$ cat src/rtl/core/knob_quadrature_and_button_qualifier_assert.svh
// ----------------------------------------------------------------------------
// knob qualifier assertion macros
// concurrent check wrappers, compiled out for synthesis
// ----------------------------------------------------------------------------
`ifndef KNOB_QUADRATURE_AND_BUTTON_QUALIFIER_ASSERT_SVH
`define KNOB_QUADRATURE_AND_BUTTON_QUALIFIER_ASSERT_SVH

`ifndef SYNTHESIS

// same-cycle implication, disabled during reset
`define KQBQ_ASSERT_NOW(lbl, clk, rst, ante, cons) \
  lbl: assert property (@(posedge clk) disable iff (rst) (ante) |-> (cons)) \
    else $error("kqbq assertion failed");

// next-cycle implication, disabled during reset
`define KQBQ_ASSERT_NEXT(lbl, clk, rst, ante, cons) \
  lbl: assert property (@(posedge clk) disable iff (rst) (ante) |=> (cons)) \
    else $error("kqbq assertion failed");

`else

`define KQBQ_ASSERT_NOW(lbl, clk, rst, ante, cons)
`define KQBQ_ASSERT_NEXT(lbl, clk, rst, ante, cons)

`endif

`endif

$ cat src/rtl/core/kqbq_pkg.sv
// ----------------------------------------------------------------------------
// kqbq_pkg
// shared types, constants and helpers of the knob and button qualifier
// ----------------------------------------------------------------------------
package kqbq_pkg;

  // width of the millisecond age counters
  localparam int AGE_BITS = 16;

  localparam int DEBOUNCE_BITS   = 10;
  localparam int LONG_PRESS_BITS = 16;

  // compare width covering both the ages and the limits
  localparam int CMP_BITS = (AGE_BITS > LONG_PRESS_BITS) ? AGE_BITS : LONG_PRESS_BITS;

  localparam logic [DEBOUNCE_BITS-1:0]   DEBOUNCE_RESET   = DEBOUNCE_BITS'(50);
  localparam logic [LONG_PRESS_BITS-1:0] LONG_PRESS_RESET = LONG_PRESS_BITS'(5000);

  // register map
  localparam int ADDR_BITS = 3;
  localparam logic [ADDR_BITS-1:0] REG_DEBOUNCE_ADDR   = ADDR_BITS'(0);
  localparam logic [ADDR_BITS-1:0] REG_LONG_PRESS_ADDR = ADDR_BITS'(4);

  localparam int IN_TDATA_BITS  = 8;
  localparam int OUT_TDATA_BITS = 8;

  // quadrature pair codes, a in bit 1 and b in bit 0
  localparam logic [1:0] PAIR_00 = 2'b00;
  localparam logic [1:0] PAIR_01 = 2'b01;
  localparam logic [1:0] PAIR_10 = 2'b10;
  localparam logic [1:0] PAIR_11 = 2'b11;

  localparam logic signed [1:0] STEP_NONE = 2'sb00;
  localparam logic signed [1:0] STEP_UP   = 2'sb01;
  localparam logic signed [1:0] STEP_DOWN = 2'sb11;

  // one button sample as seen by the qualifier
  typedef struct packed {
    logic raw;
    logic tick;
  } btn_sample_t;

  // per-sample button events
  typedef struct packed {
    logic click;
    logic long_press;
    logic level;
  } btn_event_t;

  function automatic logic [AGE_BITS-1:0] age_sat_inc(input logic [AGE_BITS-1:0] v);
    return (v == {AGE_BITS{1'b1}}) ? v : v + AGE_BITS'(1);
  endfunction

  function automatic logic signed [1:0] quad_step(input logic [1:0] prev,
                                                  input logic [1:0] now);
    logic signed [1:0] s;
    s = STEP_NONE;
    if ((prev == PAIR_00 && now == PAIR_01) || (prev == PAIR_11 && now == PAIR_10)) begin
      s = STEP_UP;
    end else if ((prev == PAIR_01 && now == PAIR_00) ||
                 (prev == PAIR_10 && now == PAIR_11)) begin
      s = STEP_DOWN;
    end
    return s;
  endfunction

endpackage

$ cat src/rtl/core/knob_quadrature_and_button_qualifier.sv
// ----------------------------------------------------------------------------
// knob_quadrature_and_button_qualifier
// Rotary knob decoder with a debounced, long-press aware push button. Each
// input transfer is one sample of knob A, knob B, the active-low button pin
// and a millisecond tick; each one yields exactly one output transfer with
// the detent step (+1, -1 or 0), a click pulse when the debounced button
// becomes pressed, a single long-press pulse per raw-low hold, and the
// current debounced level. A sample is captured in an input register, passes
// through one short layer of compare and counter logic, and lands in the
// output register, so the block sustains one sample per clock while the sink
// does not stall. The output register and the input register together let a
// new sample enter while a finished result still waits on a stalled sink.
// The debounce and long-press limits sit in two APB registers (0x0 and 0x4)
// and should only change while idle.
// ----------------------------------------------------------------------------
`include "knob_quadrature_and_button_qualifier_assert.svh"

module knob_quadrature_and_button_qualifier (
  input  logic                                  clk,
  input  logic                                  rst,
  // sample stream
  input  logic                                  s_tvalid,
  output logic                                  s_tready,
  input  logic [kqbq_pkg::IN_TDATA_BITS-1:0]    s_tdata,   // knob_a, knob_b, button_level,
                                                           //   ms_tick, pad
  // result stream
  output logic                                  m_tvalid,
  input  logic                                  m_tready,
  output logic [kqbq_pkg::OUT_TDATA_BITS-1:0]   m_tdata,   // knob_step[1:0], click, long_press,
                                                           //   debounced_level, pad
  // configuration
  input  logic                                  psel,
  input  logic                                  penable,
  input  logic                                  pwrite,
  input  logic [kqbq_pkg::ADDR_BITS-1:0]        paddr,
  input  logic [31:0]                           pwdata,
  output logic [31:0]                           prdata,
  output logic                                  pready
);

  // configuration registers
  logic [kqbq_pkg::DEBOUNCE_BITS-1:0]   debounce_ms;
  logic [kqbq_pkg::LONG_PRESS_BITS-1:0] long_press_ms;
  logic                                 cfg_write;

  // input register
  logic       in_valid;
  logic       in_knob_a;
  logic       in_knob_b;
  logic       in_button;
  logic       in_tick;
  logic       advance;

  // quadrature state and per-sample results
  logic [1:0]              knob_prev_pair;
  logic [1:0]              knob_now;
  logic signed [1:0]       step;
  kqbq_pkg::btn_sample_t   btn_sample;
  kqbq_pkg::btn_event_t    btn_events;

  // output register
  logic signed [1:0] out_step;
  logic              out_click;
  logic              out_long_press;
  logic              out_level;

  // ---- configuration port ----
  assign pready    = 1'b1;
  assign cfg_write = psel && penable && pwrite && pready;

  always_ff @(posedge clk) begin
    if (rst) begin
      debounce_ms   <= kqbq_pkg::DEBOUNCE_RESET;
      long_press_ms <= kqbq_pkg::LONG_PRESS_RESET;
    end else if (cfg_write) begin
      if (paddr == kqbq_pkg::REG_DEBOUNCE_ADDR) begin
        debounce_ms <= pwdata[kqbq_pkg::DEBOUNCE_BITS-1:0];
      end else if (paddr == kqbq_pkg::REG_LONG_PRESS_ADDR) begin
        long_press_ms <= pwdata[kqbq_pkg::LONG_PRESS_BITS-1:0];
      end
    end
  end

  always_comb begin
    prdata = '0;
    if (paddr == kqbq_pkg::REG_DEBOUNCE_ADDR) begin
      prdata = 32'(debounce_ms);
    end else if (paddr == kqbq_pkg::REG_LONG_PRESS_ADDR) begin
      prdata = 32'(long_press_ms);
    end
  end

  // ---- handshake ----
  // the working sample moves on whenever the output slot is free or draining
  assign advance  = in_valid && (!m_tvalid || m_tready);
  assign s_tready = !in_valid || advance;

  // input register holds one sample until it is processed
  always_ff @(posedge clk) begin
    if (rst) begin
      in_valid <= 1'b0;
    end else if (s_tready) begin
      in_valid <= s_tvalid;
    end
  end

  always_ff @(posedge clk) begin
    if (s_tvalid && s_tready) begin
      in_knob_a <= s_tdata[0];
      in_knob_b <= s_tdata[1];
      in_button <= s_tdata[2];
      in_tick   <= s_tdata[3];
    end
  end

  // ---- quadrature decode ----
  assign knob_now = {in_knob_a, in_knob_b};
  assign step     = kqbq_pkg::quad_step(knob_prev_pair, knob_now);

  always_ff @(posedge clk) begin
    if (rst) begin
      knob_prev_pair <= kqbq_pkg::PAIR_11;   // both pins idle high
    end else if (advance) begin
      knob_prev_pair <= knob_now;
    end
  end

  // ---- button qualifier ----
  assign btn_sample.raw  = in_button;
  assign btn_sample.tick = in_tick;

  kqbq_btn_qual u_btn_qual (
    .clk           (clk),
    .rst           (rst),
    .advance       (advance),
    .sample        (btn_sample),
    .debounce_ms   (debounce_ms),
    .long_press_ms (long_press_ms),
    .events        (btn_events)
  );

  // ---- output register ----
  always_ff @(posedge clk) begin
    if (rst) begin
      m_tvalid <= 1'b0;
    end else if (advance) begin
      m_tvalid <= 1'b1;
    end else if (m_tready) begin
      m_tvalid <= 1'b0;
    end
  end

  always_ff @(posedge clk) begin
    if (advance) begin
      out_step       <= step;
      out_click      <= btn_events.click;
      out_long_press <= btn_events.long_press;
      out_level      <= btn_events.level;
    end
  end

  assign m_tdata = {3'b000, out_level, out_long_press, out_click, out_step};

  // a stalled result holds its slot, so no sample may advance over it
  `KQBQ_ASSERT_NOW(a_no_overwrite, clk, rst, m_tvalid && !m_tready, !advance)
  // every processed sample shows up as a result in the next cycle
  `KQBQ_ASSERT_NEXT(a_result_follows, clk, rst, advance, m_tvalid)
  // a held sample keeps the input side closed
  `KQBQ_ASSERT_NOW(a_ready_blocked, clk, rst, in_valid && !advance, !s_tready)

endmodule

$ cat src/rtl/core/kqbq_btn_qual.sv
// ----------------------------------------------------------------------------
// kqbq_btn_qual
// button debounce and long-press detection, one sample per advance
// ----------------------------------------------------------------------------
`include "knob_quadrature_and_button_qualifier_assert.svh"

module kqbq_btn_qual (
  input  logic                                   clk,
  input  logic                                   rst,
  input  logic                                   advance,
  input  kqbq_pkg::btn_sample_t                  sample,
  input  logic [kqbq_pkg::DEBOUNCE_BITS-1:0]     debounce_ms,
  input  logic [kqbq_pkg::LONG_PRESS_BITS-1:0]   long_press_ms,
  output kqbq_pkg::btn_event_t                   events
);

  logic                             last_raw, last_raw_next;
  logic                             stable, stable_next;
  logic [kqbq_pkg::AGE_BITS-1:0]    change_age, change_age_next;
  logic                             hold_active, hold_active_next;
  logic [kqbq_pkg::AGE_BITS-1:0]    hold_age, hold_age_next;
  logic                             fired, fired_next;
  logic                             accept_level;
  logic                             lp;

  always_comb begin
    // debounce
    last_raw_next = sample.raw;
    if (sample.raw != last_raw) begin
      change_age_next = '0;
    end else if (sample.tick) begin
      change_age_next = kqbq_pkg::age_sat_inc(change_age);
    end else begin
      change_age_next = change_age;
    end
    accept_level = (kqbq_pkg::CMP_BITS'(change_age_next) >
                    kqbq_pkg::CMP_BITS'(debounce_ms)) && (sample.raw != stable);
    stable_next  = accept_level ? sample.raw : stable;

    // long press on raw low hold
    lp               = 1'b0;
    hold_active_next = 1'b0;
    hold_age_next    = '0;
    fired_next       = 1'b0;
    if (!sample.raw) begin
      hold_active_next = 1'b1;
      if (hold_active) begin
        hold_age_next = sample.tick ? kqbq_pkg::age_sat_inc(hold_age) : hold_age;
        lp            = (kqbq_pkg::CMP_BITS'(hold_age_next) >
                         kqbq_pkg::CMP_BITS'(long_press_ms)) && !fired;
        fired_next    = fired | lp;
      end
    end

    events.click      = accept_level && !sample.raw;
    events.long_press = lp;
    events.level      = stable_next;
  end

  always_ff @(posedge clk) begin
    if (rst) begin
      last_raw    <= 1'b1;
      stable      <= 1'b1;
      change_age  <= '0;
      hold_active <= 1'b0;
      hold_age    <= '0;
      fired       <= 1'b0;
    end else if (advance) begin
      last_raw    <= last_raw_next;
      stable      <= stable_next;
      change_age  <= change_age_next;
      hold_active <= hold_active_next;
      hold_age    <= hold_age_next;
      fired       <= fired_next;
    end
  end

  // a click always reports the pressed level
  `KQBQ_ASSERT_NOW(a_click_low, clk, rst, advance && events.click, !events.level)
  // a long press latches the fired flag until release
  `KQBQ_ASSERT_NEXT(a_lp_latched, clk, rst, advance && events.long_press, fired && hold_active)
  // a released sample clears the whole hold state
  `KQBQ_ASSERT_NEXT(a_release_clears, clk, rst, advance && sample.raw,
                    !hold_active && (hold_age == '0) && !fired)
  // an unarmed hold counter stays at zero
  `KQBQ_ASSERT_NOW(a_idle_age_zero, clk, rst, !hold_active, (hold_age == '0) && !fired)

endmodule

$ cat config.mk
export PLATFORM = sky130hd
export DESIGN_NAME = knob_quadrature_and_button_qualifier
export DESIGN_NICKNAME = d
export VERILOG_FILES = /design/src/rtl/core/kqbq_pkg.sv /design/src/rtl/core/knob_quadrature_and_button_qualifier.sv /design/src/rtl/core/kqbq_btn_qual.sv
export VERILOG_INCLUDE_DIRS = /design/src /design/src/rtl/core
export SDC_FILE = /design/constraint.sdc
export NUM_CORES = 1
export LEC_CHECK = 0
export BUFFER_PORTS_ARGS = -buffer_cell sky130_fd_sc_hd__buf_2
export CAP_MARGIN = 15
export CORE_MARGIN = 1
export CORE_UTILIZATION = 51
export CTS_BUF_LIST = sky130_fd_sc_hd__clkbuf_16
export CTS_CLUSTER_DIAMETER = 150
export DETAILED_ROUTE_END_ITERATION = 12
export PLACE_DENSITY = 0.78
export SLEW_MARGIN = 20
export SYNTH_ARGS = -nofsm -noshare
export SYNTH_HDL_FRONTEND = slang
export SYNTH_SLANG_ARGS = --single-unit
$ cat constraint.sdc
create_clock -name clk -period 3.15 [get_ports clk]
set_clock_uncertainty 0.05 [all_clocks]
set_input_delay 0.63 -clock clk [delete_from_list [all_inputs] [get_ports clk]]
set_output_delay 0.63 -clock clk [all_outputs]
set_load 0.005 [all_outputs]
==> qor.csv <==
metric;value;unit
VDD IR max;291.2;uV
post-route setup slack;-0.1334;ns
Vias;4704;
clk root buf;clkbuf_16;
Sink Count;75;
# setup viols final;3;
Worst-path clk slew;0.06;ns
final wirelength;13.39;mm
CP arrival;3.46;ns
Routability Congestion;0.8764;
Worst Reg-to-Reg Cells;13;
Row Count;34;
YS warnings;0;
share of cells above drive strength 1;0.3039;
CORE AREA;8848;um2
die height;98.20;um
fmax;304.6;MHz
Ant. Diodes;0;
simple-gate share of the synthesized area;0.2659;
commonest non-fill, non-tap cell in the layout;nand2_1;
PortBufs;52;
xor/xnor cell area share of the yosys netlist;0.04268;
pre-CTS WS;-0.2176;ns
Synth Register Bits;75;
nets;774;
largest net degree at the start of global routing;31;
syn avg cell area;8.013;um2
first-pass GRT wire length;21.57;mm
multiplexer area fraction after synthesis;0.02678;
Inst Count DP;784;
Chip Width;98.20;um
max_slew headroom;0.4533;
HP Start;s_tdata[1];
Main synth FF type;dfxtp_1;
Setup CP Type;flop to flop;
initial core utilization;0.5334;
Hold Fails Final Rpt;0;
initial antenna violation count;0;
Detail Placement HPWL;9.240;mm
fin cells;809;
vias per cell;5.815;
max-cap violations;0;
fin crit share;1.042;
RSZ-0062 raised after global routing;yes;
Leak Pwr;2.640;nW
peak fanout along the critical path;4;
grt ovf;0;
Mapped Area;4720;um2
PD cells;371.3;nW/um2
Max H-tree Level;3;
largest cells by area after synthesis;dfxtp_1 28%, ha_1 7.4%, nand2_1 6.8%, edfxtp_1 5.7%, a21oi_1 4.8%;
cell area after layout;6061;um2
flop2flop setup slack;-0.13;ns
Synth area leader;dfxtp_1;
Startpoint Class;flop;
setup TNS;-0.2628;ns
IO Pins;93;
sequential area share after synthesis;0.3372;
Synth async-reset ratio;0;
worst skew pair latency;0.34;ns
die outline area;9642;um2
number of synthesized flops with an enable pin;9;
Period minus WS final;3.283;ns
area growth from synthesis to layout;28.42;%
All-Layer GR Usage;0.2812;
DRT Pass-1 Iters;12;
Hold Path Stages;1;
worst min-delay path class;input port to flop;
Post-Synth Adder-Cell Area;0.07423;
Yosys cell types;66;
cell count after synthesis;589;
cts hold-fix bufs;0;
largest family of logic cells by synthesized area;simple AND/OR/NAND/NOR gates;
TritonCTS buffer count;9;
R2R Path End;u_btn_qual.stable$_SDFFE_PP1P_;
drt wl/cell;16.55;um
max-slew violations;0;
Slew @ Worst Pin;0.8200;ns
outcome;finished with violations;
Routed Antenna Nets;0;
drt drc;1;
WHS Endpoint;in_knob_b$_DFFE_PP_;
Final Util;0.6850;
initial DRC count;256;
R2R Path Start;u_btn_qual.change_age[1]$_SDFFE_PP0P_;
failing checks;design-rule violations, negative setup slack;
most frequent cells in the layout;83 x nand2_1, 74 x buf_4, 52 x buf_2, 49 x nor2_1, 49 x dfxtp_1;
area share of the largest cell type after synthesis;0.2800;
CTS tree;done;
nature of the critical path endpoint;flop;
Longest Clk Path Bufs;2;
Synth Area in Compound Gates;0.1676;
vias in the first global route;4578;
total placed instance area;5502;um2
WP data required;3.33;ns
-- state kept, by name (all words and copies together) (netlist names), 2 cells and up --
| name | count |
|---|---|
| debounce_ms | 10 |
| u_btn_qual.hold_age | 16 |
| u_btn_qual.change_age | 16 |
| knob_prev_pair | 2 |
| out_step | 2 |
| long_press_ms | 16 |
-- cells by family (layout without fill, tap and decap cells) --
logic type	after synthesis	in the layout
and+or+nand+nor	246	246
DFF	75	75
muxes	12	12
AOI/OAI and AO/OA	123	123
adders and majority gates	28	28
xor gates and xnor gates	23	23
other	2	20
buffers and inverters	80	174
-- layer usage --
layer  wire (um)  vias up  global-route usage
met5           0        -                   0
met3         907       43             0.06442
met1        5491     2203              0.3405
li1            -     2251                   -
met4         450        0              0.1332
met2        6539      207              0.4729
-- Yosys cell counts, types with 10 or more instances --
library cell	n
and3_1	14
o21ai_0	21
mux2i_1	10
nor3_1	11
nand3_1	19
ha_1	28
clkbuf_1	20
inv_1	30
a21oi_1	45
nand4_1	13
nor2_1	51
nand2_1	85
buf_4	24
xor2_1	14
dfxtp_1	66
-- critical path, cell delays in order, from the launching register on --
cell and delay [ns]:
dfxtp_4 0.36, buf_4 0.13, nand3_1 0.13, nor3_2 0.31
nand3_1 0.19, xor2_2 0.22, nor2_1 0.13, ha_1 0.28
a211oi_2 0.22, o21ai_1 0.13, a211oi_2 0.19, o311ai_2 0.16
or4_1 0.55, o221a_2 0.13
-- worst max-delay path by stage --
| stage | cells past startpoint | to | from | slack (ns) |
|---|---|---|---|---|
| after floorplan | 14 | u_btn_qual.stable$_SDFFE_PP1P_ | u_btn_qual.change_age[1]$_SDFFE_PP0P_ | 0.008 |
| after global placement | 14 | u_btn_qual.stable$_SDFFE_PP1P_ | u_btn_qual.change_age[1]$_SDFFE_PP0P_ | -0.15 |
| after detailed placement | 14 | u_btn_qual.stable$_SDFFE_PP1P_ | u_btn_qual.change_age[1]$_SDFFE_PP0P_ | -0.22 |
| after CTS | 13 | u_btn_qual.stable$_SDFFE_PP1P_ | u_btn_qual.change_age[10]$_SDFFE_PP0P_ | -0.05 |
| after global routing | 12 | u_btn_qual.stable$_SDFFE_PP1P_ | u_btn_qual.change_age[2]$_SDFFE_PP0P_ | -0.28 |
| final | 13 | u_btn_qual.stable$_SDFFE_PP1P_ | u_btn_qual.change_age[1]$_SDFFE_PP0P_ | -0.13 |
-- repair_timing --
action | CTS | global route
pin swaps | 29 | 10
resized for setup | 32 | 10
setup buffers | 6 | 3
setup endpoints to repair | 5 | 4
endpoints found under the hold margin | 0 | 0
-- metrics by stage --
step           hold slack, ns  total power, W
2_1_floorplan          0.3949        0.001129
5_1_grt                0.4095        0.002340
4_1_cts                0.4095        0.002266
6_report               0.4168        0.002251
3_3_place_gp           0.4061        0.001174
3_5_place_dp           0.4112        0.001180
-- cell type report --
type,instances,area [um2]
tap,108,135.1
inverter,31,116.4
multi-input combinational,452,3030
clock buffer,11,275.3
sequential,75,1623
clock inverter,5,45.04
timing repair buffer,127,835.8
fill,695,2788
-- where the power goes --
part,internal [W],total [W],leakage (nW),switching (W)
sequential,0.000980,0.000991,0.629,0.0000111
combinational,0.0000655,0.000175,1.86,0.000109
clock,0.000644,0.00108,0.155,0.000441
Note: power is estimated with default switching activity, not from simulation.
